## src/rtl/sebl_pkg.sv

```systemverilog
package sebl_pkg;

    localparam int TAPS          = 17;
    localparam int HALF          = 8;
    localparam int STORE_ROWS    = 16;
    localparam int SLOT_W        = 4;
    localparam int ROW_W         = 12;
    localparam int MAX_HEIGHT    = 4096;
    localparam int MAX_WIDTH_DEF = 1024;
    localparam int PIX_W         = 32;
    localparam int CH_W          = 8;
    localparam int CHANNELS      = 4;
    localparam int SUM_W         = 18;

    // config register map
    localparam int CFG_IDX_W = 2;
    localparam int CFG_DATA_W = 13;
    localparam logic [CFG_IDX_W-1:0] CFG_WIDTH  = 2'd0;
    localparam logic [CFG_IDX_W-1:0] CFG_HEIGHT = 2'd1;
    localparam logic [CFG_IDX_W-1:0] CFG_BAND   = 2'd2;

    localparam int RST_WIDTH  = 64;
    localparam int RST_HEIGHT = 64;
    localparam int RST_BAND   = 8;

    // floor(s / 748) = (s * 717742) >> 29 for every s below 2^18
    localparam logic [19:0] DIV_MUL = 20'd717742;
    localparam int DIV_SH = 29;

    localparam logic [6:0] WEIGHTS [TAPS] = '{
        7'd9, 7'd15, 7'd24, 7'd34, 7'd46, 7'd59, 7'd70, 7'd77, 7'd80,
        7'd77, 7'd70, 7'd59, 7'd46, 7'd34, 7'd24, 7'd15, 7'd9
    };

    typedef logic [TAPS-1:0][PIX_W-1:0] t_taps;
    typedef logic [CHANNELS-1:0][SUM_W-1:0] t_sums;

    function automatic logic [CH_W-1:0] div748(input logic [SUM_W-1:0] s);
        logic [37:0] p;
        p = 38'(s) * 38'(DIV_MUL);
        return p[DIV_SH+CH_W-1:DIV_SH];
    endfunction

endpackage

```

## src/rtl/sebl_tapsum.sv

```systemverilog
module sebl_tapsum
    import sebl_pkg::*;
(
    input  t_taps           i_taps,
    input  logic [TAPS-1:0] i_use,
    output t_sums           o_sums
);

    // weighted sum per channel over the taps in use
    always_comb begin
        o_sums = '0;
        for (int n = 0; n < TAPS; n++) begin
            for (int ch = 0; ch < CHANNELS; ch++) begin
                if (i_use[n]) begin
                    o_sums[ch] = o_sums[ch]
                        + SUM_W'(i_taps[n][CH_W*ch +: CH_W]) * SUM_W'(WEIGHTS[n]);
                end
            end
        end
    end

endmodule

```

## config.mk

```make
export PLATFORM = sky130hd
export DESIGN_NAME = sebl_tapsum
export DESIGN_NICKNAME = d
export VERILOG_FILES = /design/src/rtl/sebl_pkg.sv /design/src/rtl/sebl_tapsum.sv
export SDC_FILE = /design/constraint.sdc
export NUM_CORES = 2
export LEC_CHECK = 0
export BUFFER_PORTS_ARGS = -buffer_cell sky130_fd_sc_hd__buf_2
export CAP_MARGIN = 30
export CELL_PAD_IN_SITES_DETAIL_PLACEMENT = 1
export CELL_PAD_IN_SITES_GLOBAL_PLACEMENT = 1
export CORE_MARGIN = 1
export CORE_UTILIZATION = 30
export DETAILED_ROUTE_END_ITERATION = 12
export GPL_TIMING_DRIVEN = 0
export PLACE_DENSITY_LB_ADDON = 0.1
export SLEW_MARGIN = 20
export SYNTH_ARGS = -nofsm -noshare
export SYNTH_HDL_FRONTEND = slang
export SYNTH_SLANG_ARGS = --single-unit
```

## constraint.sdc

```tcl
create_clock -name vclk -period 71.7
set_input_delay 14.34 -clock vclk [all_inputs]
set_output_delay 14.34 -clock vclk [all_outputs]
set_load 0.01 [all_outputs]
```

==> results_tabular.tex <==
\begin{tabular}{lr}
\hline
Metric & Value \\
\hline
\multicolumn{2}{l}{\textbf{Status}} \\
\quad Status & finished, violations left \\
\quad Violated checks & design-rule violations \\
\multicolumn{2}{l}{\textbf{Hold path}} \\
\quad Min-delay src & i\_taps[528] \\
\quad Tightest Hold Check Type & in -> out \\
\quad Worst hold endpoint & o\_sums[36] \\
\quad Min-Delay Path Depth & 4 \\
\multicolumn{2}{l}{\textbf{Logic synthesis}} \\
\quad Mean instance size in the synthesized netlist & roughly 8 um\^{}2 \\
\quad Share of the synthesized area in the top cell type & between 20\% and 30\% \\
\quad Cell type with the largest total area after synthesis & ha\_1 \\
\quad Ranking of synthesized cells by area & ha\_1, fa\_1, inv\_1 \\
\quad Post-synth cell types & $\sim$120 \\
\quad Most frequently used cell type in the post-synthesis netlist & ha\_1 \\
\quad Synth warnings & 0 \\
\quad Post-synth net total & 14073 \\
\quad Most frequent cells after synthesis & ha\_1, inv\_1, fa\_1 \\
\quad Number of instances in the synthesized netlist & about 11000 \\
\quad Portion of the post-synthesis area used by sequential elements & 0\% \\
\quad Total standard cell area after synthesis & around 87000 um\^{}2 \\
\multicolumn{2}{l}{\textbf{Die}} \\
\quad Std-Cell Core Area & approximately 290000 um\^{}2 \\
\quad Die extent in y & approximately 540 um \\
\quad Die ar. & around 290000 um\^{}2 \\
\quad Total number of placement rows & around 200 \\
\quad Top Ports & approximately 630 \\
\quad Starting density of the core & 30.1\% \\
\quad Die width & 540 um \\
\multicolumn{2}{l}{\textbf{Global route}} \\
\quad First-pass GRT wire length & 530 mm \\
\quad Overall Global Routing Usage & between 20\% and 30\% \\
\quad Antenna violations before repair & 159 \\
\quad Total congestion overflow after global routing & 0 \\
\quad Via count of the first global-routing pass & 85154 \\
\quad Pin count of the biggest net entering global routing & 11 \\
\multicolumn{2}{l}{\textbf{Flow run}} \\
\quad Maximum capacitance violations & 0 \\
\multicolumn{2}{l}{\textbf{STA}} \\
\quad Final critical-path share of the clock period & between 70 and 80\% \\
\quad Highest attainable clock frequency & 17.8 MHz \\
\quad Worst slew slack as a fraction of its limit & around 29\% \\
\quad Accumulated negative setup slack & 0 ns \\
\quad Unrepaired setup endpoints after global routing & no \\
\quad Pin slew with the least headroom to its limit & about 1.1 ns \\
\quad Final Setup Violations & 0 \\
\quad Worst hold slack across all endpoints & slightly below 30 ns \\
\quad Number of hold violations in the final report & 0 \\
\quad Total count of max-transition violations in the final report & 0 \\
\quad Min setup slack post-route & around 16 ns \\
\quad Period minus WS final & around 56 ns \\
\multicolumn{2}{l}{\textbf{Setup path}} \\
\quad Type of the worst setup path & in -> out \\
\quad Maximum fanout along the worst path & 10 \\
\quad Critical Path Source Type & primary input \\
\quad Required time of the worst setup path & about 57 ns \\
\quad Worst setup EP type & output pin \\
\quad Most frequent cell on the critical path & ha\_1 \\
\quad Slowest cell on the critical path & or4\_1 \\
\quad Largest stage delay on the critical path & between 0.8 and 0.9 ns \\
\quad WP data arrival & between 40 and 50 ns \\
\multicolumn{2}{l}{\textbf{Finish}} \\
\quad Area growth from synthesis to final layout & 9.96\% \\
\quad Nets@finish & $\sim$15000 \\
\quad Number of filler instances in the final layout & roughly 35000 \\
\quad Ratio of cells with drive above 1 in the final layout & 9.91\% \\
\quad Sequential Area & 0 um\^{}2 \\
\quad Seq cells & 0 \\
\quad Total of clock buffers placed in the layout & 0 \\
\multicolumn{2}{l}{\textbf{Clock network}} \\
\quad Post CTS Setup Buffer Count & 0 \\
\quad Resized Gates After CTS & 0 \\
\quad Number of buffers inserted for hold repair after clock tree synthesis & 0 \\
\multicolumn{2}{l}{\textbf{Placement}} \\
\quad Post-DP HPWL & 328 mm \\
\quad DP Worst Slack & about 16 ns \\
\quad Buffers on Ports & approximately 630 \\
\quad RePlAce Congestion & approximately 0.90 \\
\multicolumn{2}{l}{\textbf{Drt}} \\
\quad Antenna viol nets, final & 0 \\
\quad Vias after detailed routing & just under 80000 \\
\quad Detailed Routing Iterations Pass 1 & 9 \\
\quad DR iter-0 viols & 2776 \\
\quad Number of vias per cell & between 5 and 6 \\
\quad Total detailed-routing wirelength & 357 mm \\
\quad Drc violations & 16 \\
\quad Routed wirelength normalized by instance count & 23.3 um \\
\hline
\end{tabular}
[critical path: cells and delay by family]
family,cells,cell delay (ns)
adders and majority gates,22,8.56
muxes,1,0.61
buffers and inverters,16,4.10
AOI/OAI and AO/OA,26,7.10
and+or+nand+nor,22,4.48
xor gates and xnor gates,14,2.45
[per-stage QoR]
stage | util [%] | cell area [um^2] | instances
after floorplan | - | 86800 | 10792
after global placement | 32.9 | 94600 | 15201
after detailed placement | 33.1 | 95200 | 15245
after CTS | 33.1 | 95200 | 15245
after global routing | 33.1 | 95300 | 15271
final | 33.1 | 95400 | 15312
[area by class of cell]
class	count	area (um^2)	area share [%]
inverters	1891	7100	7.44
plain buffers	188	792	0.830
diodes	63	158	0.165
well taps	3781	4730	4.96
repair buffers	676	3640	3.81
multi-input cells	8713	79000	82.8
[kinds of logic after synthesis]
group | synth area share [%]
compound gates | 19.0
mux | 4.77
fa+ha+maj | 45.7
xor+xnor | 9.81
simple gates | 11.7
buf+inv | 9.03
[worst max path at each step]
stage                     startpoint         end  slack [ns]  depth (start not counted)
after detailed placement    i_use[0]  o_sums[53]       15.71                         99
final                       i_use[0]  o_sums[17]       15.64                        101
after CTS                   i_use[0]  o_sums[53]       15.58                         99
after global placement      i_use[0]  o_sums[35]       15.46                         98
after global routing        i_use[0]  o_sums[53]       13.97                         99
after floorplan             i_use[0]  o_sums[53]       21.77                         96
[per-layer routing]
| layer | GRT usage (%) | part of all wire, % |
|---|---|---|
| met1 | 27.0 | 40 |
| met2 | 46.0 | 52 |
| met3 | 2.96 | 3.8 |
| met4 | 8.56 | 4.2 |
| met5 | 0 | 0.20 |
[cell usage in the layout (no fill, tap or decap), types with 159 or more instances in the layout]
master,n
buf_2,660
inv_1,1886
xnor2_1,647
nand2_1,552
a21o_1,305
fa_1,748
o21a_1,172
mux2_2,281
nor2_1,612
o21ai_0,567
xor2_1,279
ha_1,1972
o21bai_1,159
a21oi_1,727
nor2b_1,176
Power is not shown: default switching activity piles up to over one toggle a cycle in this logic, so the estimate is an artifact.
